## src/rtl/nes_pkg.sv

```systemverilog
// Shared constants for the next even 5-smooth length block.
package nes_pkg;

  // Fixed width of the requested length field.
  localparam int REQ_W = 24;

  // Default width of the length arithmetic.
  localparam int LENGTH_BITS_DEF = 24;

  // Bits handled by the shared divider in one cycle.
  localparam int DIG_W = 8;

  // Remainder width, wide enough for a divisor of 5.
  localparam int REM_W = 3;

endpackage

```

## src/rtl/nes_digit_div.sv

```systemverilog
// One digit of long division by 3 or by 5, shared by every division pass.
module nes_digit_div
  import nes_pkg::*;
(
  input  logic [REM_W-1:0] rem_in,
  input  logic [DIG_W-1:0] digit_in,
  input  logic             div_five,
  output logic [REM_W-1:0] rem_out,
  output logic [DIG_W-1:0] quot_digit
);

  always_comb begin
    logic [REM_W:0] part;
    logic [REM_W:0] divisor;
    logic [REM_W-1:0] rem;
    divisor    = div_five ? (REM_W+1)'(5) : (REM_W+1)'(3);
    rem        = rem_in;
    quot_digit = '0;
    // Most significant bit first; the remainder always stays below the divisor.
    for (int i = DIG_W - 1; i >= 0; i--) begin
      part = {rem, digit_in[i]};
      if (part >= divisor) begin
        part          = part - divisor;
        quot_digit[i] = 1'b1;
      end
      rem = part[REM_W-1:0];
    end
    rem_out = rem;
  end

endmodule

```

## src/rtl/next_even_5_smooth_length.sv

```systemverilog
// Top level: sequencer that searches for the next even 5-smooth length.
//
//  Channel   Ports                                Direction  Handshake
//  input     start, busy, in_requested_length     in         start high, busy low
//  result    out_valid, out_smooth_length         out        one-cycle strobe
//
// Requests of 2 or less answer 2 in the cycle after acceptance. Otherwise each even
// candidate gets a range check, then its factors of 2 are stripped one at a time,
// then division passes by 3 and then by 5 run, each with a check for the value 1
// and ceil((LENGTH_BITS+1)/8) digit steps of the shared divide-by-3-or-5 unit;
// the candidate count follows the gap to the next smooth number. Reset is
// synchronous and returns the sequencer to idle. The receiver cannot stall.
module next_even_5_smooth_length
  import nes_pkg::*;
#(
  parameter int LENGTH_BITS = LENGTH_BITS_DEF
) (
  input  logic                 clk,
  input  logic                 rst_n,
  input  logic                 start,
  output logic                 busy,
  input  logic [REQ_W-1:0]     in_requested_length,
  output logic                 out_valid,
  output logic [LENGTH_BITS:0] out_smooth_length
);

  localparam int LEN_W  = LENGTH_BITS + 1;
  localparam int EXT_W  = (LEN_W > REQ_W) ? LEN_W : REQ_W;
  localparam int NDIG   = (LEN_W + DIG_W - 1) / DIG_W;
  localparam int V_W    = NDIG * DIG_W;
  localparam int CNT_W  = $clog2(NDIG);
  localparam logic [LENGTH_BITS:0] LIMIT = {1'b1, {LENGTH_BITS{1'b0}}};

  typedef enum logic [2:0] {
    S_IDLE,
    S_CHECK,
    S_STRIP2,
    S_PASS,
    S_DIV
  } state_t;

  state_t             state_r, state_nxt;
  logic [LENGTH_BITS:0] cand_r, cand_nxt;
  logic [V_W-1:0]     val_r, val_nxt;
  logic [V_W-1:0]     work_r, work_nxt;
  logic [REM_W-1:0]   rem_r, rem_nxt;
  logic [CNT_W-1:0]   dig_cnt_r, dig_cnt_nxt;
  logic               div5_r, div5_nxt;
  logic               out_valid_r, out_valid_nxt;
  logic [LENGTH_BITS:0] out_len_r, out_len_nxt;

  logic [EXT_W-1:0]   req_ext;
  logic [LENGTH_BITS:0] want;
  logic [REM_W-1:0]   unit_rem;
  logic [DIG_W-1:0]   unit_quot;

  // Only the low LENGTH_BITS bits of the request take part.
  assign req_ext = EXT_W'(in_requested_length);
  assign want    = {1'b0, req_ext[LENGTH_BITS-1:0]};

  nes_digit_div u_div (
    .rem_in     (rem_r),
    .digit_in   (work_r[V_W-1 -: DIG_W]),
    .div_five   (div5_r),
    .rem_out    (unit_rem),
    .quot_digit (unit_quot)
  );

  always_comb begin
    state_nxt     = state_r;
    cand_nxt      = cand_r;
    val_nxt       = val_r;
    work_nxt      = work_r;
    rem_nxt       = rem_r;
    dig_cnt_nxt   = dig_cnt_r;
    div5_nxt      = div5_r;
    out_valid_nxt = 1'b0;
    out_len_nxt   = out_len_r;
    unique case (state_r)
      S_IDLE: begin
        if (start) begin
          if (want <= LEN_W'(2)) begin
            out_len_nxt   = LEN_W'(2);
            out_valid_nxt = 1'b1;
          end else begin
            cand_nxt  = want + LEN_W'(want[0]);
            state_nxt = S_CHECK;
          end
        end
      end
      S_CHECK: begin
        if (cand_r == LIMIT) begin
          out_len_nxt   = cand_r;
          out_valid_nxt = 1'b1;
          state_nxt     = S_IDLE;
        end else begin
          val_nxt   = V_W'(cand_r);
          state_nxt = S_STRIP2;
        end
      end
      S_STRIP2: begin
        if (!val_r[0]) begin
          val_nxt = val_r >> 1;
        end else begin
          div5_nxt  = 1'b0;
          state_nxt = S_PASS;
        end
      end
      S_PASS: begin
        if (val_r == V_W'(1)) begin
          out_len_nxt   = cand_r;
          out_valid_nxt = 1'b1;
          state_nxt     = S_IDLE;
        end else begin
          work_nxt    = val_r;
          rem_nxt     = '0;
          dig_cnt_nxt = '0;
          state_nxt   = S_DIV;
        end
      end
      S_DIV: begin
        work_nxt    = {work_r[V_W-DIG_W-1:0], unit_quot};
        rem_nxt     = unit_rem;
        dig_cnt_nxt = dig_cnt_r + CNT_W'(1);
        if (dig_cnt_r == CNT_W'(NDIG - 1)) begin
          if (unit_rem == '0) begin
            // Divides evenly: keep the quotient and try the same factor again.
            val_nxt   = {work_r[V_W-DIG_W-1:0], unit_quot};
            state_nxt = S_PASS;
          end else if (!div5_r) begin
            div5_nxt  = 1'b1;
            state_nxt = S_PASS;
          end else begin
            // A factor other than 2, 3 and 5 remains: move to the next even value.
            cand_nxt  = cand_r + LEN_W'(2);
            state_nxt = S_CHECK;
          end
        end
      end
      default: begin
        state_nxt = S_IDLE;
      end
    endcase
  end

  always_ff @(posedge clk) begin
    if (!rst_n) begin
      state_r     <= S_IDLE;
      out_valid_r <= 1'b0;
      dig_cnt_r   <= '0;
      div5_r      <= 1'b0;
    end else begin
      state_r     <= state_nxt;
      out_valid_r <= out_valid_nxt;
      dig_cnt_r   <= dig_cnt_nxt;
      div5_r      <= div5_nxt;
    end
    cand_r    <= cand_nxt;
    val_r     <= val_nxt;
    work_r    <= work_nxt;
    rem_r     <= rem_nxt;
    out_len_r <= out_len_nxt;
  end

  assign busy              = (state_r != S_IDLE);
  assign out_valid         = out_valid_r;
  assign out_smooth_length = out_len_r;

endmodule
```

## config.mk

```make
export PLATFORM = sky130hd
export DESIGN_NAME = next_even_5_smooth_length
export DESIGN_NICKNAME = d
export VERILOG_FILES = /design/src/rtl/nes_pkg.sv /design/src/rtl/nes_digit_div.sv /design/src/rtl/next_even_5_smooth_length.sv
export SDC_FILE = /design/constraint.sdc
export NUM_CORES = 1
export LEC_CHECK = 0
export BUFFER_PORTS_ARGS = -buffer_cell sky130_fd_sc_hd__buf_2
export CORE_MARGIN = 2
export CORE_UTILIZATION = 25
export CTS_CLUSTER_DIAMETER = 80
export DETAILED_ROUTE_END_ITERATION = 8
export PLACE_DENSITY = 0.4
export SLEW_MARGIN = 5
export SYNTH_ARGS = -nofsm -noshare
export SYNTH_HDL_FRONTEND = slang
export SYNTH_SLANG_ARGS = --single-unit
```

## constraint.sdc

```tcl
create_clock -name clk -period 40.2 [get_ports clk]
set_clock_uncertainty 0.15 [all_clocks]
set_input_delay 8.04 -clock clk [delete_from_list [all_inputs] [get_ports clk]]
set_output_delay 8.04 -clock clk [all_outputs]
set_load 0.03 [all_outputs]
```

==> out/summary.txt, run 1 <==
status: complete, no violations
Routed Antenna Nets: 0
pin count of the biggest net entering global routing: 69
Max stage delay on crit path: 0.76 ns
CTS H-tree lvls: 4
Multi-input gate area: 3750 sq um
crit path capture type: register
Crit-path slowest cell: dfxtp_1
die height: 178 microns
clk buf depth: 2
DRC Markers: 0
Worst EP arrival: 14.16 ns
CP Launch Type: register
reg2reg end: val_r[22]
Tmin final: 14.25 ns
Post-CTS Setup Bufs: 0
commonest non-fill, non-tap cells in the layout: 156 x nand2_1, 115 x edfxtp_1, 52 x buf_2
Critical Path Fanout Max: 31
sequential share of power: 0.308
Ports: 54
Placer Congestion: 0.791
worst vdd ir: 0.0379 mV
Setup Crit Path Kind: register to register
Worst-Skew Late Latency: 0.42 ns
post-layout util: 0.299
most common cell after layout, fill and taps aside: nand2_1
root buf cell: clkbuf_16
CTS tree: yes
Ys Warns: 0
post-synthesis cell count: 762
Setup crit end: val_r[22]
antenna diode count: 0
power share of the combinational group: 0.504
fmax: 70.2 MHz
synth unique cells: 80
Post-Syn Area: 7560 sq um
Slew Limit Headroom: 0.340
internal reg-to-reg setup slack: 25.95 ns
Post-Layout Cell Count: 1215
Crit path top cell by count: ha_1
final net count: 875
maxcap violations: 0
Critical R2R Launch: div5_r
Inserted Clock Buffers: 17
initial core utilization: 0.254
drt via density: 4.74
Cell Rows: 63
Post-synth EDFFs: 115
synthesized net count: 825
setup TNS: 0 ns
core area: 29700 sq um
register area: 3590 sq um
# setup viols final: 0
Post-DP HPWL: 15700 microns
LEAKAGE: 3.40 nW
dpl ws: 25.88 ns
1st-pass router iterations: 5
Clock Sinks: 122
clk slew on worst S/H paths: 0.07 ns
fin. max-slew vios: 0
Placed Cells incl. Taps: 1183
Chip Width: 178 microns
area grow syn2layout: 17.7%
number of global-route vias before repair: 5925
total number of vias: 5765
Post-CTS Resized: 0
fin crit share: 0.354
fraction of registers with async set/reset: 0
post-layout power: 0.839 mW
Req. time, crit path: 40.11 ns
flops & latches, synth: 122
Hold WC Path Type: register to register
Filler cells: 3085
worst r2r path cells: 58
CTS Hold Bufs: 0
Worst setup startpoint: div5_r
register area share after synthesis: 0.475
total global-route track usage: 0.147
Worst Hold Path Cells: 2
Tightest Pin Transition: 0.987 ns
RSZ-0062 raised after global routing: false
DRT Wirelength: 22200 microns
DRT iter0 DRCs: 335
share of cells above drive strength 1: 0.138
ys flop type: edfxtp_1
Clock power frac: 0.187
Final Hold Viols: 0
Switching Fraction: 0.441
cell internal pwr: 0.469 mW
P_sw: 0.370 mW
gr ovfl total: 0
Port Buf Inserts: 52
die area: 31700 sq um
PwrDens: 94.3 nW/um^2
DR WL/cell: 18.3 microns
Synth Area per Inst: 9.92 sq um
first-pass GRT wire length: 35100 microns
setup ws final: 25.95 ns
initial antenna violation count: 0
==> worst max-delay path, delay by kind of cell, from the launching register on <==
family	cells	cell delay (ns)
AOI/OAI and AO/OA	16	3.93
muxes	1	0.28
adders and majority gates	14	3.58
DFF	1	0.76
and+or+nand+nor	18	2.93
buffers and inverters	3	1.06
xor gates and xnor gates	6	1.16
==> layer usage <==
metal	vias to the layer above	track usage	wire, microns
met5	-	0	0
met4	0	0.0379	246
met3	15	0.0261	549
met2	102	0.239	10700
met1	2797	0.201	10700
li1	2851	-	-
==> worst min path at each step <==
| stage | from | endpoint | slack (ns) |
|---|---|---|---|
| 2_1_floorplan | dig_cnt_r[1] | dig_cnt_r[1] | 0.30 |
| 3_3_place_gp | dig_cnt_r[1] | dig_cnt_r[1] | 0.32 |
| 3_5_place_dp | dig_cnt_r[1] | dig_cnt_r[1] | 0.32 |
| 4_1_cts | dig_cnt_r[1] | dig_cnt_r[1] | 0.33 |
| 5_1_grt | dig_cnt_r[1] | dig_cnt_r[1] | 0.37 |
| 6_report | dig_cnt_r[1] | dig_cnt_r[1] | 0.33 |
==> registers in the layout (all words and copies together), names as in the netlist <==
signal,cells
out_valid,1
out_smooth_length,24
div5_r,1
rem_r,3
val_r,32
state_r,3
dig_cnt_r,2
work_r,32
cand_r,24
==> Yosys cell counts, types with 4 or more instances <==
master / count / area [sq um]
xnor2_1: 37 / 324
a22oi_1: 22 / 165
clkbuf_1: 24 / 90.1
nor2_1: 50 / 188
a22o_1: 7 / 61.3
nor3_1: 9 / 45.0
nand2_1: 157 / 589
dfxtp_1: 7 / 140
o22ai_1: 4 / 25.0
o21ai_1: 4 / 20.0
and2_1: 27 / 169
and3_1: 10 / 62.6
nand4_1: 9 / 56.3
ha_1: 28 / 350
fa_1: 8 / 160
a211oi_1: 5 / 37.5
a21o_1: 4 / 30.0
xor2_1: 22 / 193
a21oi_1: 20 / 100
o21ai_0: 33 / 165
edfxtp_1: 115 / 3450
nand3_1: 26 / 130
nand2b_1: 8 / 50.1
nor4_1: 16 / 100
inv_1: 31 / 116
==> power by group through the flow <==
stage,sequential [mW],combinational [mW],clock (mW)
finish,0.259,0.423,0.157
detailed placement,0.262,0.427,0
global route,0.264,0.474,0.166
global placement,0.262,0.433,0
CTS,0.260,0.430,0.161
floorplan,0.237,0.333,0
==> area by class of cell <==
class | instances | share of cell area
well taps | 390 | 0.0549
multi-input cells | 580 | 0.422
clock buffers | 23 | 0.0622
repair buffers | 60 | 0.0360
flip-flops and latches | 122 | 0.404
clock inverters | 9 | 0.00788
inverters | 31 | 0.0131
==> kinds of logic after synthesis <==
group,Yosys count,share of synthesized area
buffers and inverters,60,0.0313
and+or+nand+nor,336,0.213
adders and majority gates,36,0.0675
DFF,122,0.475
other,1,0.000496
AOI/OAI and AO/OA,144,0.139
xor gates and xnor gates,59,0.0683
muxes,4,0.00546
==> stage by stage <==
step	hold WS, ns	cell area [sq um]
final	0.329	8900
after floorplan	0.300	7560
after global placement	0.317	8270
after detailed placement	0.324	8270
after global routing	0.370	8900
after CTS	0.334	8900
No activity file was read; power rests on OpenSTA's default activity.
==> run 2: changes to the inputs <==
Settings changed: ABC_AREA set to 1.
Clock period 40.2 ns to 14.84 ns, I/O delays scaled along.
==> run 2 against run 1 <==
Against the previous run: synthesized area shrank 2.6%; critical path depth grew 12; hold slack worse by 0.013 ns; highest routed layer unchanged; setup slack worse by 23 ns; final area shrank 2.8%; fmax grew 20%; largest cell class is now sequential cells; synthesized cell count is 8.4% higher; non-clock buffer count is 2 lower; die area decreased by 2.6%; register-to-register slack got worse by 23 ns; core utilization hardly changed; count of clock-buffer cells in the layout is 6 lower.
==> out/summary.txt, run 2 <==
status: complete, no violations
fin. max-slew vios: 0 (unchanged)
Crit path top cell by count: nand2_1
Synth Area per Inst: 8.91 sq um (-10%)
Synth top cells by count: 149 x nand2_1, 142 x inv_1, 115 x edfxtp_1, 94 x nor2_1, 71 x o21ai_0
Inserted Clock Buffers: 17 (unchanged)
setup TNS: 0 ns (unchanged)
Cell Rows: 62 (-1.6%)
Bufs and invs on worst path: 11 (+8)
Max stage delay on crit path: 0.87 ns (+0.11 ns)
Min Hold Slack: 0.317 ns (-0.0127 ns)
Ports: 54 (unchanged)
Critical R2R Launch: div5_r
synthesized net count: 889 (+7.8%)
Filler cells: 3152 (+2.2%)
Crit-path slowest cell: a21oi_4
synth unique cells: 40 (-50%)
flops & latches, synth: 122 (unchanged)
clk buf depth: 2 (unchanged)
Post-CTS Setup Bufs: 0 (unchanged)
die area: 30800 sq um (-2.6%)
maxcap violations: 0 (unchanged)
1st-pass router iterations: 4 (-1)
die height: 176 microns (-1.3%)
fmax: 84.0 MHz (+20%)
Hold WC Path Type: register to register
pin count of the biggest net entering global routing: 92 (+33%)
Tmin final: 11.91 ns (-2.34 ns)
Post-DP HPWL: 14900 microns (-4.9%)
CTS tree: yes
Routed Antenna Nets: 0 (unchanged)
internal reg-to-reg setup slack: 2.93 ns (-23.02 ns)
dpl ws: 2.86 ns (-23.03 ns)
drt via density: 4.38 (-7.7%)
Post-CTS Resized: 0 (unchanged)
initial antenna violation count: 0 (unchanged)
core area: 28900 sq um (-2.9%)
Chip Width: 176 microns (-1.3%)
total global-route track usage: 0.139 (-0.00841)
# setup viols final: 0 (unchanged)
clk slew on worst S/H paths: 0.06 ns (about the same)
fin crit share: 0.802 (+0.448)
worst r2r path cells: 70 (+21%)
DRT iter0 DRCs: 340 (+1.5%)
DRT Wirelength: 20400 microns (-8.3%)
Multi-input gate area: 3170 sq um (-16%)
DR WL/cell: 15.9 microns (-13%)
Largest regs: val_r: 32 flops, work_r: 32 flops
Port Buf Inserts: 52 (unchanged)
Tightest Pin Transition: 1.16 ns (+0.172 ns)
reg2reg end: val_r[23]
Worst Hold End: dig_cnt_r[0]
Crit path max-delay family: simple AND/OR/NAND/NOR gates
gr ovfl total: 0 (unchanged)
post-synthesis cell count: 826 (+8.4%)
final net count: 946 (+8.1%)
cell with the most instances after synthesis: nand2_1
crit path capture type: register
Placer Congestion: 0.754 (-4.7%)
root buf cell: clkbuf_16
Post-Syn Area: 7360 sq um (-2.6%)
initial core utilization: 0.255 (+0.000641)
Post-synth EDFFs: 115 (unchanged)
Worst-Skew Late Latency: 0.42 ns (about the same)
commonest non-fill, non-tap cells in the layout: 149 x nand2_1, 142 x inv_1, 115 x edfxtp_1
first-pass GRT wire length: 32600 microns (-7.0%)
antenna diode count: 0 (unchanged)
share of cells above drive strength 1: 0.133 (-0.00537)
Synth top area share: 0.469 (+0.0124)
DRC Markers: 0 (unchanged)
CP Launch Type: register
most common cell after layout, fill and taps aside: nand2_1
total number of vias: 5606 (-2.8%)
Final Hold Viols: 0 (unchanged)
Worst EP arrival: 11.78 ns (-2.38 ns)
Yosys top cell by area: edfxtp_1
RSZ-0062 raised after global routing: false
synth top area cells: edfxtp_1 47%, nand2_1 7.6%, inv_1 7.2%
register area: 3590 sq um (unchanged)
Critical Path Fanout Max: 31 (unchanged)
Req. time, crit path: 14.72 ns (-25.39 ns)
Post-Layout Cell Count: 1280 (+5.3%)
Worst Hold Path Cells: 1 (-1)
Slew Limit Headroom: 0.226 (-0.115)
setup ws final: 2.93 ns (-23.02 ns)
ys flop type: edfxtp_1
register area share after synthesis: 0.488 (+0.0129)
Placed Cells incl. Taps: 1248 (+5.5%)
Setup Crit Path Kind: register to register
Ys Warns: 0 (unchanged)
number of global-route vias before repair: 5808 (-2.0%)
area grow syn2layout: 17.5%
CTS H-tree lvls: 4 (unchanged)
fraction of registers with async set/reset: 0 (unchanged)
HP Start: dig_cnt_r[0]
CTS Hold Bufs: 0 (unchanged)
Clock Sinks: 122 (unchanged)
[run 2: changes by cell type in the layout (fill, tap and decap cells not counted), moves of 22 or more]
cell | previous run | this run
o21ai_0 | 33 | 71
o221ai_1 | 2 | 24
inv_1 | 31 | 142
nor2_1 | 50 | 93
xnor2_1 | 37 | 11
and2_1 | 26 | 0
[run 2: cells by family after synthesis]
group / after synthesis / share of synthesized area
compound gates: 131 / 0.107
xor+xnor: 25 / 0.0308
fa+ha+maj: 36 / 0.0694
buf+inv: 163 / 0.0841
flops: 122 / 0.488
other cells: 1 / 0.000509
simple gates: 348 / 0.220
[run 2: worst max path at each step]
stage | start | endpoint | slack (ns) | cells after the start
floorplan | div5_r | cand_r[10] | 3.53 | 70
global placement | div5_r | val_r[30] | 3.16 | 70
detailed placement | div5_r | val_r[23] | 2.86 | 70
CTS | div5_r | val_r[23] | 2.82 | 70
global route | div5_r | val_r[20] | 1.56 | 70
finish | div5_r | val_r[23] | 2.93 | 70
[run 2: metrics by stage]
stage          area [sq um]  utilization
4_1_cts                8650        0.300
2_1_floorplan          7360            -
3_5_place_dp           8080        0.280
6_report               8650        0.300
5_1_grt                8650        0.300
3_3_place_gp           8080        0.280
[run 2: area by class of cell]
type,instances,area share
Clock buffer,17,0.0492
Inverter,143,0.0621
Clock inverter,15,0.0162
Multi-Input combinational cell,541,0.366
Sequential cell,122,0.415
Tap cell,384,0.0555
Timing Repair Buffer,58,0.0353
[run 2: per-layer routing]
layer	track usage	wire (microns)
met5	0	0
met4	0.0344	179
met3	0.0236	463
met2	0.240	10100
met1	0.180	9630
Power of run 2 is left out: the tool's default activity adds up to more than one toggle a clock period on the data nets, which glitch-free logic cannot reach.
